--- src/rtl/csmab_pkg.sv ---
// Shared types, codes and reset values for the CSMA/CA backoff station.
`timescale 1ns / 1ps

package csmab_pkg;

	localparam int unsigned EXP_W     = 4;
	localparam int unsigned IFS_W     = 4;
	localparam int unsigned BACKOFF_W = 15;
	localparam int unsigned WINDOW_W  = 16;
	localparam int unsigned RAND_W    = 16;
	localparam int unsigned CFG_IDX_W = 2;
	localparam int unsigned CFG_W     = 4;

	typedef enum logic [1:0] {
		MODE_TICK      = 2'd0,
		MODE_SUCCESS   = 2'd1,
		MODE_COLLISION = 2'd2,
		MODE_NONE      = 2'd3
	} mode_t;

	typedef enum logic [CFG_IDX_W-1:0] {
		REG_IFS_TICKS  = 2'd0,
		REG_MIN_WINDOW = 2'd1,
		REG_MAX_WINDOW = 2'd2,
		REG_UNUSED     = 2'd3
	} reg_index_t;

	localparam logic [IFS_W-1:0] IFS_TICKS_RST  = 4'd3;
	localparam logic [EXP_W-1:0] MIN_WINDOW_RST = 4'd3;
	localparam logic [EXP_W-1:0] MAX_WINDOW_RST = 4'd12;

	// Contention window in slots for a given log2 size.
	function automatic logic [WINDOW_W-1:0] window_of(input logic [EXP_W-1:0] exp);
		window_of = WINDOW_W'(1) << exp;
	endfunction

	// Backoff draw: the random bits masked to the window, limited to the counter width.
	function automatic logic [BACKOFF_W-1:0] draw_of(input logic [EXP_W-1:0] exp,
		input logic [RAND_W-1:0] rnd);
		logic [WINDOW_W-1:0] mask;
		mask    = window_of(exp) - WINDOW_W'(1);
		draw_of = rnd[BACKOFF_W-1:0] & mask[BACKOFF_W-1:0];
	endfunction

endpackage

--- src/rtl/csma_ca_backoff_station.sv ---
// Top level of the CSMA/CA station with binary exponential backoff.
// Each request on the input channel carries one event: a slot tick, a
// transmission success, a collision or none, with the channel state, a packet
// offer and random bits for the backoff draw. For each request the block
// returns one result on the output channel: the transmit start flag, the
// station state, the contention window, the backoff slots left and the
// pending packet flag, all as they stand after the event.
// A request is taken into an input register; its state update is then done
// and the result is written into the output register. One request is taken
// in every cycle while results are drained. The output register stalls when
// it holds a result and out_ready is low; the input register still takes
// one more request, so in_ready falls only when both hold a request.
// The three configuration registers are written with cfg_we, one index and
// data word a cycle, and should only change while no request is in flight.
// Reset clears both stages, puts the station in idle with no packet and sets
// the registers and the window to their defaults.
`timescale 1ns / 1ps

module csma_ca_backoff_station (
	input  logic                                clk,
	input  logic                                arst_n,
	input  logic                                in_valid,
	output logic                                in_ready,
	input  logic [1:0]                          mode,
	input  logic                                channel_idle,
	input  logic                                packet_offer,
	input  logic [csmab_pkg::RAND_W-1:0]        random_draw,
	output logic                                out_valid,
	input  logic                                out_ready,
	output logic                                transmit_start,
	output logic [1:0]                          station_state,
	output logic [csmab_pkg::WINDOW_W-1:0]      window_size,
	output logic [csmab_pkg::BACKOFF_W-1:0]     backoff_left,
	output logic                                packet_waiting,
	input  logic                                cfg_we,
	input  logic [csmab_pkg::CFG_IDX_W-1:0]     cfg_index,
	input  logic [csmab_pkg::CFG_W-1:0]         cfg_data
);

	typedef enum logic [1:0] {
		PH_IDLE    = 2'd0,
		PH_IFS     = 2'd1,
		PH_BACKOFF = 2'd2,
		PH_TX      = 2'd3
	} phase_t;

	logic                               valid_s1;
	csmab_pkg::mode_t                   mode_s1;
	logic                               idle_s1;
	logic                               offer_s1;
	logic [csmab_pkg::RAND_W-1:0]       rnd_s1;

	logic [csmab_pkg::IFS_W-1:0]        ifs_ticks_q;
	logic [csmab_pkg::EXP_W-1:0]        min_exp_q;
	logic [csmab_pkg::EXP_W-1:0]        max_exp_q;

	phase_t                             phase_q;
	logic [csmab_pkg::IFS_W-1:0]        ifs_count_q;
	logic [csmab_pkg::BACKOFF_W-1:0]    backoff_q;
	logic [csmab_pkg::EXP_W-1:0]        window_exp_q;
	logic                               pending_q;

	logic                               out_valid_q;
	logic                               start_q;

	phase_t                             phase_d;
	logic [csmab_pkg::IFS_W-1:0]        ifs_count_d;
	logic [csmab_pkg::BACKOFF_W-1:0]    backoff_d;
	logic [csmab_pkg::EXP_W-1:0]        window_exp_d;
	logic                               pending_d;
	logic                               start_d;

	logic                               advance;

	assign advance  = valid_s1 && (!out_valid_q || out_ready);
	assign in_ready = !valid_s1 || advance;

	always_ff @(posedge clk or negedge arst_n) begin
		if (!arst_n) begin
			valid_s1 <= 1'b0;
		end else if (in_ready) begin
			valid_s1 <= in_valid;
		end
	end

	always_ff @(posedge clk) begin
		if (in_valid && in_ready) begin
			mode_s1  <= csmab_pkg::mode_t'(mode);
			idle_s1  <= channel_idle;
			offer_s1 <= packet_offer;
			rnd_s1   <= random_draw;
		end
	end

	always_ff @(posedge clk or negedge arst_n) begin
		if (!arst_n) begin
			ifs_ticks_q <= csmab_pkg::IFS_TICKS_RST;
			min_exp_q   <= csmab_pkg::MIN_WINDOW_RST;
			max_exp_q   <= csmab_pkg::MAX_WINDOW_RST;
		end else if (cfg_we) begin
			unique case (csmab_pkg::reg_index_t'(cfg_index))
				csmab_pkg::REG_IFS_TICKS:  ifs_ticks_q <= cfg_data;
				csmab_pkg::REG_MIN_WINDOW: min_exp_q   <= cfg_data;
				csmab_pkg::REG_MAX_WINDOW: max_exp_q   <= cfg_data;
				default: ;
			endcase
		end
	end

	always_comb begin
		phase_d      = phase_q;
		ifs_count_d  = ifs_count_q;
		backoff_d    = backoff_q;
		window_exp_d = window_exp_q;
		pending_d    = pending_q;
		start_d      = 1'b0;
		case (mode_s1)
			csmab_pkg::MODE_TICK: begin
				pending_d = pending_q | offer_s1;
				if (pending_d) begin
					unique case (phase_q)
						PH_IDLE: begin
							phase_d     = PH_IFS;
							ifs_count_d = ifs_ticks_q;
						end
						PH_IFS: begin
							if (!idle_s1) begin
								ifs_count_d = ifs_ticks_q;
							end else if (ifs_count_q > csmab_pkg::IFS_W'(1)) begin
								ifs_count_d = ifs_count_q - csmab_pkg::IFS_W'(1);
							end else begin
								ifs_count_d = '0;
								backoff_d   = csmab_pkg::draw_of(window_exp_q, rnd_s1);
								phase_d     = PH_BACKOFF;
							end
						end
						PH_BACKOFF: begin
							if (idle_s1) begin
								if (backoff_q > csmab_pkg::BACKOFF_W'(1)) begin
									backoff_d = backoff_q - csmab_pkg::BACKOFF_W'(1);
								end else begin
									backoff_d = '0;
									phase_d   = PH_TX;
									start_d   = 1'b1;
								end
							end
						end
						default: ;
					endcase
				end
			end
			csmab_pkg::MODE_SUCCESS: begin
				if (phase_q == PH_TX) begin
					window_exp_d = min_exp_q;
					pending_d    = 1'b0;
					phase_d      = PH_IDLE;
				end
			end
			csmab_pkg::MODE_COLLISION: begin
				if (phase_q == PH_TX) begin
					if (window_exp_q < max_exp_q) begin
						window_exp_d = window_exp_q + csmab_pkg::EXP_W'(1);
					end else begin
						window_exp_d = max_exp_q;
					end
					backoff_d = csmab_pkg::draw_of(window_exp_d, rnd_s1);
					phase_d   = PH_BACKOFF;
				end
			end
			default: ;
		endcase
	end

	always_ff @(posedge clk or negedge arst_n) begin
		if (!arst_n) begin
			phase_q      <= PH_IDLE;
			ifs_count_q  <= '0;
			backoff_q    <= '0;
			window_exp_q <= csmab_pkg::MIN_WINDOW_RST;
			pending_q    <= 1'b0;
			out_valid_q  <= 1'b0;
			start_q      <= 1'b0;
		end else begin
			if (advance) begin
				phase_q      <= phase_d;
				ifs_count_q  <= ifs_count_d;
				backoff_q    <= backoff_d;
				window_exp_q <= window_exp_d;
				pending_q    <= pending_d;
				start_q      <= start_d;
				out_valid_q  <= 1'b1;
			end else if (out_ready) begin
				out_valid_q  <= 1'b0;
			end
		end
	end

	assign out_valid      = out_valid_q;
	assign transmit_start = start_q;
	assign station_state  = phase_q;
	assign window_size    = csmab_pkg::window_of(window_exp_q);
	assign backoff_left   = backoff_q;
	assign packet_waiting = pending_q;

`ifndef SYNTH
	a_start_in_tx: assert property (@(posedge clk) disable iff (!arst_n)
		out_valid && transmit_start |-> station_state == PH_TX)
		else $error("transmit start reported outside the transmitting state");

	a_no_packet_idle: assert property (@(posedge clk) disable iff (!arst_n)
		out_valid && !packet_waiting |-> station_state == PH_IDLE)
		else $error("station active without a pending packet");

	a_window_pow2: assert property (@(posedge clk) disable iff (!arst_n)
		out_valid |-> $onehot(window_size))
		else $error("contention window is not a power of two");

	a_backoff_only_in_backoff: assert property (@(posedge clk) disable iff (!arst_n)
		out_valid && station_state != PH_BACKOFF |-> backoff_left == '0)
		else $error("backoff slots left outside the backoff state");

	a_stall_holds: assert property (@(posedge clk) disable iff (!arst_n)
		valid_s1 && out_valid && !out_ready |=> valid_s1 && out_valid)
		else $error("input stage lost a request while the output stalled");
`endif

endmodule

--- config.mk ---
export PLATFORM = sky130hd
export DESIGN_NAME = csma_ca_backoff_station
export DESIGN_NICKNAME = d
export VERILOG_FILES = /design/src/rtl/csmab_pkg.sv /design/src/rtl/csma_ca_backoff_station.sv
export SDC_FILE = /design/constraint.sdc
export NUM_CORES = 1
export LEC_CHECK = 0
export BUFFER_PORTS_ARGS = -buffer_cell sky130_fd_sc_hd__buf_2
export CORE_MARGIN = 2
export CORE_UTILIZATION = 40
export DETAILED_ROUTE_END_ITERATION = 12
export PLACE_DENSITY = 0.58
export RECOVER_POWER = 50
export SLEW_MARGIN = 20
export SYNTH_ARGS = -nofsm -noshare
export SYNTH_HDL_FRONTEND = slang
export SYNTH_SLANG_ARGS = --single-unit
--- constraint.sdc ---
create_clock -name clk -period 6.6 [get_ports clk]
set_input_delay 0.99 -clock clk [delete_from_list [all_inputs] [get_ports clk]]
set_output_delay 0.99 -clock clk [all_outputs]
set_load 0.005 [all_outputs]
---- Word level (Yosys, flattened, before mapping) ----
Cells that the tools add are included.
word-level totals
  input bits .............................. 31
  bits in registers ....................... 60
operators by class
  muxes and demuxes ....................... 35
  equality and inequality tests ........... 16
  add/sub/neg operators ................... 5
  shifts and indexed selects .............. 2
  reduce and logical (&&, ||, !) cells .... 23
  order comparisons ....................... 3
  bitwise logic cells ..................... 3
operator list
  kind                                                                   count
  15-bit two-way mux                                                     6
  15-bit one-hot mux with 2 select lines                                 2
  15-bit by 1-bit subtractor with 15-bit output, second input constant   3
  15-bit bitwise AND                                                     2
  4-bit two-way mux                                                      7
  4-bit one-hot mux with 2 select lines                                  2
  1-bit by 4-bit << shifter with 16-bit output, first input constant     1
  15-bit by 1-bit > comparator with 1-bit output, second input constant  1
  1-bit by 4-bit << shifter with 15-bit output, first input constant     1
  2-bit two-way mux                                                      7
  3-bit != test, second input constant                                   4
  2-bit one-hot mux with 3 select lines                                  2
  10-bit AND reduction                                                   1
  2-bit nonzero test                                                     5
  2-bit == test, second input constant                                   4
  1-bit two-way mux                                                      8
  4-bit AND reduction                                                    2
  8-bit AND reduction                                                    1
  2-bit by 1-bit == test with 1-bit output, second input constant        3
  2-bit zero test                                                        3
  2-bit != test, second input constant                                   3
  2-bit AND reduction                                                    3
  4-bit by 1-bit adder with 4-bit output, second input constant          1
  4-bit by 1-bit > comparator with 1-bit output, second input constant   1
  11 further kinds                                                       14

---- Longest topological paths before layout ----
Gate-level depths: netlist (run 1).
  depth after elaboration ................. 9
  gate-level depth with buffers ........... 17
  depth with buffers taken out ............ 15

---- Worst setup path before layout (run 1) ----
OpenSTA, ideal clock, no wires.
  path type ............................... register to register
  from .................................... reg max_exp_q[2] (netlist bit)
  to ...................................... reg backoff_q (netlist bit backoff_left[14])
  library setup time ...................... 0.087 ns
  stages on the path, launching flop included .. 18
  slack ................................... 3.046 ns
  buffers on the path ..................... 2
  arrival time ............................ 3.467 ns
  path through ............................ dfstp_2 -> clkbuf_1 -> inv_1 -> ha_1 -> or2_2 -> a21oi_1 -> clkbuf_1 -> nor2_1 -> nand2_1 -> o21ai_0 -> nand3_1 -> ha_1 -> inv_1 -> a31oi_1 -> o21a_1 -> nand2_2 -> or4_1 -> o211ai_1
between the ends
  longest elaborated chain between the ends .. 9
RTL lines
  item                                             line                            text
  from (decl)                                      csma_ca_backoff_station.sv:55   logic [csmab_pkg::EXP_W-1:0] max_exp_q;
  from (signal assigned)                           csma_ca_backoff_station.sv:99   max_exp_q <= csmab_pkg::MAX_WINDOW_RST;
  from (signal assigned)                           csma_ca_backoff_station.sv:104  csmab_pkg::REG_MAX_WINDOW: max_exp_q <= cfg_data;
  4-bit less-than comparator                       csma_ca_backoff_station.sv:161  if (window_exp_q < max_exp_q) begin
  4-bit two-way mux *                              csma_ca_backoff_station.sv:161
  4-bit two-way mux *                              csma_ca_backoff_station.sv:160  if (phase_q == PH_TX) begin
  4-bit two-way mux *                              csma_ca_backoff_station.sv:117  case (mode_s1)
  1-bit by 4-bit << shifter with 15-bit output *   csmab_pkg.sv:34                 window_of = WINDOW_W'(1) << exp;
  15-bit by 1-bit subtractor with 15-bit output *  csmab_pkg.sv:41                 mask = window_of(exp) - WINDOW_W'(1);
  15-bit bitwise AND *                             csmab_pkg.sv:42                 draw_of = rnd[BACKOFF_W-1:0] & mask[BACKOFF_W-1:0];
  15-bit two-way mux *                             csma_ca_backoff_station.sv:160
  15-bit one-hot mux with 2 select lines *         csma_ca_backoff_station.sv:117
  to (signal assigned)                             csma_ca_backoff_station.sv:187  backoff_q <= backoff_d;
  to (decl)                                        csma_ca_backoff_station.sv:59   logic [csmab_pkg::BACKOFF_W-1:0] backoff_q;
Mark *: on every way between the ends. The rest lies on a longest branch, timed or not. The select of a mux whose other input is x is not followed.
A chain may end at the register's enable or synchronous reset.

---- Worst setup path in the final report (run 1) ----
  from .................................... reg window_exp_q[3] (netlist bit)
  to ...................................... reg backoff_q (netlist bit backoff_left[14])
between the ends
  longest elaborated chain between the ends .. 9
  elaborated cells between the ends (all ways) .. 17
  those cells by class .................... 3 x add/sub; 1 x order compare; 2 x shift; 9 x mux; 2 x bitwise
RTL lines
  item                                                                                  line                                                            text
  from (decl)                                                                           csma_ca_backoff_station.sv:60                                   logic [csmab_pkg::EXP_W-1:0] window_exp_q;
  from (signal assigned)                                                                csma_ca_backoff_station.sv:179                                  window_exp_q <= csmab_pkg::MIN_WINDOW_RST;
  from (signal assigned)                                                                csma_ca_backoff_station.sv:188                                  window_exp_q <= window_exp_d;
  4-bit by 1-bit adder with 4-bit output or 4-bit less-than comparator (tied branches)  csma_ca_backoff_station.sv:162, csma_ca_backoff_station.sv:161
  4-bit two-way mux                                                                     csma_ca_backoff_station.sv:161
  4-bit two-way mux                                                                     csma_ca_backoff_station.sv:160
  4-bit two-way mux                                                                     csma_ca_backoff_station.sv:117
  1-bit by 4-bit << shifter with 15-bit output                                          csmab_pkg.sv:34
  15-bit by 1-bit subtractor with 15-bit output                                         csmab_pkg.sv:41
  15-bit bitwise AND                                                                    csmab_pkg.sv:42
  15-bit two-way mux                                                                    csma_ca_backoff_station.sv:160
  15-bit one-hot mux with 2 select lines *                                              csma_ca_backoff_station.sv:117
Marked as above.

==> reports/qor.txt, run 1 <==
Yosys top cell area share - 0.186
Rel. slew slack - -0.554
Global-route usage over all layers - 0.225
CP max-delay cell - a2111oi_2
Fmax - 231 MHz
Final Skew - 0.0115 ns
Die height - 109 um
Core area - 10800 sq um
P per Cell Area - 465 nW/um^2
Layout cells sized above 1 - 0.193
Post-Synthesis Net Count - 546
Worst slew pin tran - 2.33 ns
Violated checks - max-capacitance violations, max-slew violations
Grt total ovfl - 0
Vias in the first global route - 3909
Wirelength per Cell - 18.6 um
Sink Count - 60
Avg Inst Size Synth - 9.06 sq um
Grt peak-use layer - met2
Area contributors post-synth - dfrtp_1 19%, edfxtp_1 13%, ha_1 6.7%
Final Cell Area - 5070 sq um
CP Launch Type - flop
Dpl hpwl - 9.67 mm
Critical Path RT - 6.86 ns
Detailed Routing Iterations Pass 1 - 5
CP max FO - 26
Die ar. - 12000 sq um
Worst Setup Path Type - reg -> reg
RD Place Congestion - 0.888
Final TNS setup - 0 ns
Most used DFF post-synth - dfrtp_1
CTS tree - done
Hold Vio Cnt, Final - 0
Cell taking the most area after synthesis - dfrtp_1
Hold WC Path Type - reg -> reg
Static Leak - 2.14 nW
Nets - 605
Minimum clock period - 4.33 ns
I/O pins - 68
Post-synth EDFFs - 19
TritonCTS Buffers - 9
Synthesized instance count - 491
Average vias per placed instance - 6.02
Async S/R FF share, synth - 0.683
First-pass GRT wire length - 20.6 mm
Area post-placement - 4890 sq um
YS warnings - 0
WL final - 12.9 mm
Most frequent CP cell - ha_1
Antenna Cells - 0
Synthesized area - 4450 sq um
Outcome - finished with violations
Cell Rows - 38
Final max-slew violation count - 42
Worst setup EP type - flop
CP cell instances - ha_1, a2111oi_2, nor2_1, nand2_1, o21ai_0, nand3_1, ha_1, inv_1, a31oi_1, o21a_1, nand2_2, or4_1, o211ai_1
#FFs+latches synth - 60
M3 GR Usage - 0.0290
Die Span X - 109 um
Worst-Skew Late Latency - 0.35 ns
DRC Markers - 0
Routed vias - 4182
Routed Antenna Nets - 0
Max incr delay on CP - 0.92 ns
M2 GR Usage - 0.365
Drt initial violations - 391
Register area share after synthesis - 0.361
Largest net degree at the start of global routing - 42
Clock slew at reported path FFs - 0.08 ns
RSZ-0062 raised after global routing - false
Met1 usage - 0.307
Fin util - 0.468
Postcts setup bufs - 0
CTS Buffer Depth - 2
Final setup viols - 0
Max cap viols - 1
Cts repair resizes - 0
Port Buffers - 66
CTS Hold Bufs - 0
Final Cycle Share - 0.657
Initial Util - 0.410
Clock root buffer master - clkbuf_8
P&R area growth vs syn - 14.0%
Antenna violations before repair - 0
CP arrival - 4.60 ns
VDD IR-drop max - 217 uV
CTS H-tree lvls - 3
Netlist cell types - 71
per-layer routing:
metal / share of wire / wire, um
met5: 0 / 0
met4: 0.025 / 317
met3: 0.061 / 787
met2: 0.47 / 6020
met1: 0.45 / 5770
stage by stage:
step / std cells / total power (W) / hold slack [ns] / worst slack (ns)
5_1_grt: 695 / 0.00255 / 0.532 / 1.89
3_3_place_gp: 679 / 0.00202 / 0.494 / 2.46
3_5_place_dp: 679 / 0.00203 / 0.498 / 2.35
2_1_floorplan: 491 / 0.00160 / 0.472 / 3.05
4_1_cts: 695 / 0.00236 / 0.516 / 2.32
6_report: 695 / 0.00236 / 0.514 / 2.27
worst paths after layout:
path / startpoint / to / slack [ns] / cells after the start
min: min_exp_q[3]$_DFFE_PN0P_ / min_exp_q[3]$_DFFE_PN0P_ / 0.51 / 1
max reg2reg: window_exp_q[3]$_DFFE_PN0P_ / backoff_left[14]$_DFFE_PN0P_ / 2.27 / 13
min reg2reg: min_exp_q[3]$_DFFE_PN0P_ / min_exp_q[3]$_DFFE_PN0P_ / 0.51 / 1
min in group asynchronous: arst_n / station_state[0]$_DFFE_PN0P_ / 1.34 / 1
max in group asynchronous: arst_n / backoff_left[12]$_DFFE_PN0P_ / 3.93 / 1
max: window_exp_q[3]$_DFFE_PN0P_ / backoff_left[14]$_DFFE_PN0P_ / 2.27 / 13
cell usage in the layout (no fill, tap or decap), types with 4 or more instances in the layout:
| cell | n |
|---|---|
| nor2b_1 | 10 |
| xnor2_1 | 11 |
| dfstp_2 | 8 |
| o211ai_1 | 19 |
| nand2_1 | 46 |
| nand4_1 | 8 |
| nor2_1 | 32 |
| and3_1 | 7 |
| ha_1 | 24 |
| or4_1 | 5 |
| a31oi_1 | 11 |
| clkbuf_8 | 9 |
| nor3_1 | 13 |
| o21a_1 | 4 |
| nand3_1 | 13 |
| mux2_2 | 15 |
| or3_1 | 4 |
| o22ai_1 | 5 |
| a21oi_1 | 18 |
| a21o_1 | 7 |
| mux2i_1 | 8 |
| nand3b_1 | 5 |
| a211oi_1 | 5 |
| nand2b_1 | 6 |
| and2_1 | 11 |
| o21ai_0 | 23 |
| dfrtp_1 | 33 |
| a221oi_1 | 4 |
| xor2_1 | 6 |
| o2111ai_1 | 5 |
| edfxtp_1 | 19 |
| clkbuf_1 | 6 |
| inv_1 | 29 |
| buf_2 | 60 |
registers in the layout (all words and copies together) (netlist names):
name,cells
backoff_left,15
idle_s1,1
ifs_count_q,4
ifs_ticks_q,4
max_exp_q,4
min_exp_q,4
mode_s1,2
offer_s1,1
out_valid,1
packet_waiting,1
rnd_s1,15
station_state,2
transmit_start,1
valid_s1,1
window_exp_q,4
synthesized netlist by cell type, types with 13 or more instances:
cell type / n
mux2_2: 16
edfxtp_1: 19
nand2_1: 46
a21oi_1: 18
clkbuf_1: 16
ha_1: 24
nand3_1: 13
o211ai_1: 19
nor3_1: 13
nor2_1: 32
o21ai_0: 23
inv_1: 29
dfrtp_1: 33
power by group:
part	total, W	internal, W	switching, W
clock	0.000323	0.000161	0.000162
combinational	0.00136	0.000534	0.000828
sequential	0.000675	0.000489	0.000186
layout make-up:
cell class,count,area (sq um)
clock buffers,10,149
clock inverters,6,45.0
fillers,1081,5770
inverters,29,109
multi-input cells,383,2660
flip-flops and latches,60,1610
well taps,140,175
repair buffers,67,330
critical path: cells and delay by family (launching register included):
family	cells	cell delay (ns)
fa+ha+maj	2	0.62
compound gates	5	1.52
buf+inv	1	0.07
simple gates	5	1.31
flops	1	0.73
cell families after synthesis:
family,synth area share
simple gates,0.211
compound gates,0.227
flops,0.361
buf+inv,0.0413
mux,0.0585
fa+ha+maj,0.0675
xor+xnor,0.0335
(Power assumes the default switching activity.)
==> run 2, diff against run 1 <==
==> constraint.sdc (replaced) <==
create_clock -name clk -period 4.4 [get_ports clk]
set_input_delay 0.66 -clock clk [delete_from_list [all_inputs] [get_ports clk]]
set_output_delay 0.66 -clock clk [all_outputs]
set_load 0.005 [all_outputs]
==> run 2 against run 1 <==
- register-to-register slack got worse by 1.6 ns
- critical path depth up 1
- clock-buffer cell count rose by 1
- highest routed layer unchanged
- the run still ends with max-capacitance violations, max-slew violations left
- sequential cell count did not move
- utilization rose by 0.17 points
==> reports/qor.txt, run 2 (synthesized netlist as in run 1, its figures left out) <==
Cell Rows - 38 (unchanged)
CP Launch Type - flop (unchanged)
P per Cell Area - 709 nW/um^2 (was 465 nW/um^2)
First-pass GRT wire length - 21.0 mm (was 20.6 mm)
Worst Setup Path Type - reg -> reg (unchanged)
Rel. slew slack - -0.149 (was -0.554)
TritonCTS Buffers - 9 (unchanged)
CP cell instances - inv_1, ha_1, or2_2, a21o_1, nand2_1, a21oi_1, nand3_1, ha_1, inv_1, a31oi_1, o21a_1, nand2_2, or4_1, o211ai_1 (was ha_1, a2111oi_2, nor2_1, nand2_1, o21ai_0, nand3_1, ha_1, inv_1, a31oi_1, o21a_1, nand2_2, or4_1, o211ai_1)
Grt total ovfl - 0 (unchanged)
Final Skew - 0.00695 ns (was 0.0115 ns)
Antenna Cells - 0 (unchanged)
Global-route usage over all layers - 0.230 (was 0.225)
Antenna violations before repair - 0 (unchanged)
CTS Hold Bufs - 0 (unchanged)
Die height - 109 um (unchanged)
Detailed Routing Iterations Pass 1 - 5 (unchanged)
Initial Util - 0.410 (unchanged)
Core area - 10800 sq um (unchanged)
WL final - 13.4 mm (was 12.9 mm)
Final WS setup - 0.661 ns (was 2.27 ns)
VDD IR-drop max - 289 uV (was 217 uV)
Dpl hpwl - 9.88 mm (was 9.67 mm)
Final setup viols - 0 (unchanged)
Port Buffers - 66 (unchanged)
FF/Latch Area - 1610 sq um (unchanged)
Max cap viols - 1 (unchanged)
Final Cycle Share - 0.850 (was 0.657)
Cts repair resizes - 0 (unchanged)
Clock root buffer master - clkbuf_8 (unchanged)
Wirelength per Cell - 19.1 um (was 18.6 um)
Nets - 610 (was 605)
Routed Antenna Nets - 0 (unchanged)
Most frequent cells in the layout - 56 x buf_2, 46 x nand2_1, 33 x dfrtp_1 (was 60 x buf_2, 46 x nand2_1, 33 x dfrtp_1)
Hold Vio Cnt, Final - 0 (unchanged)
Fmax - 267 MHz (was 231 MHz)
Sink Count - 60 (unchanged)
P&R area growth vs syn - 14.5% (was 14.0%)
Largest net degree at the start of global routing - 42 (unchanged)
Static Leak - 2.15 nW (was 2.14 nW)
RD Place Congestion - 0.861 (was 0.888)
Outcome - finished with violations (unchanged)
Layout cells sized above 1 - 0.191 (was 0.193)
Critical Path RT - 4.66 ns (was 6.86 ns)
Die ar. - 12000 sq um (unchanged)
CTS tree - done (unchanged)
Max incr delay on CP - 0.64 ns (was 0.92 ns)
WP buf/inv - 2 (was 1)
RSZ-0062 raised after global routing - false (unchanged)
Postcts setup bufs - 0 (unchanged)
CP Depth - 14 (was 13)
Average vias per placed instance - 5.97 (was 6.02)
Worst setup EP type - flop (unchanged)
CP arrival - 4.00 ns (was 4.60 ns)
Hold WC Path Type - in -> async (was reg -> reg)
Routed vias - 4176 (was 4182)
Final TNS setup - 0 ns (unchanged)
Violated checks - max-capacitance violations, max-slew violations (unchanged)
CP max-delay cell - dfstp_2 (was a2111oi_2)
CTS Buffer Depth - 2 (unchanged)
Minimum clock period - 3.74 ns (was 4.33 ns)
Top delay family on crit path - simple AND/OR/NAND/NOR gates (was compound AO/OA/AOI/OAI gates)
DRC Markers - 0 (unchanged)
Final max-slew violation count - 30 (was 42)
Worst slew pin tran - 1.72 ns (was 2.33 ns)
Fin util - 0.470 (was 0.468)
CP max FO - 9 (was 26)
Die Span X - 109 um (unchanged)
Drt initial violations - 424 (was 391)
Vias in the first global route - 4023 (was 3909)
Commonest non-fill, non-tap cell in the layout - buf_2 (unchanged)
CTS H-tree lvls - 3 (unchanged)
I/O pins - 68 (unchanged)
Worst-Skew Late Latency - 0.34 ns (was 0.35 ns)
Setup slack at placement - 0.754 ns (was 2.35 ns)
Clock slew at reported path FFs - 0.08 ns (about the same)
Fillers - 1073 (was 1081)
Multi-input gate area - 2660 sq um (unchanged)
Worst reg-to-reg path cell count - 14 (was 13)
-- run 2: cell type report --
class                   count  area share
inverters                  29      0.0214
well taps                 140      0.0344
repair buffers             72      0.0705
flip-flops and latches     60       0.315
clock buffers              11      0.0300
clock inverters             5     0.00614
multi-input cells         383       0.522
-- run 2: routing by layer --
metal  track usage  up-vias  routed length [um]
met5             0        -                   0
met4        0.0814        0                 342
met2         0.360      166                6020
li1              -     1980                   -
met1         0.320     2005                6050
met3        0.0397       25                 952
-- run 2: worst paths after layout --
path                       slack (ns)                      endpoint                      from
setup reg to reg                 0.66  backoff_left[14]$_DFFE_PN0P_  max_exp_q[2]$_DFFE_PN1P_
hold reg to reg                  0.52      min_exp_q[3]$_DFFE_PN0P_  min_exp_q[3]$_DFFE_PN0P_
min in group clk                 0.48          mode_s1[1]$_DFFE_PP_                   mode[1]
hold / removal                   0.37    packet_waiting$_DFFE_PN0P_                    arst_n
setup / recovery                 0.66  backoff_left[14]$_DFFE_PN0P_  max_exp_q[2]$_DFFE_PN1P_
max in group asynchronous        1.97  backoff_left[14]$_DFFE_PN0P_                    arst_n
-- run 2: through the flow --
| stage | instance area, sq um | hold slack (ns) | std cells | total power [W] |
|---|---|---|---|---|
| detailed placement | 4920 | 0.509 | 683 | 0.00309 |
| CTS | 5100 | 0.471 | 699 | 0.00358 |
| global route | 5090 | 0.417 | 700 | 0.00388 |
| finish | 5090 | 0.370 | 700 | 0.00361 |
| global placement | 4920 | 0.495 | 683 | 0.00306 |
| floorplan | 4450 | 0.364 | 491 | 0.00240 |
-- run 2: power by group --
group,switching [W],internal (W),total (W)
Clock,0.000239,0.000240,0.000478
Sequential,0.000229,0.000734,0.000964
Combinational,0.00134,0.000830,0.00217
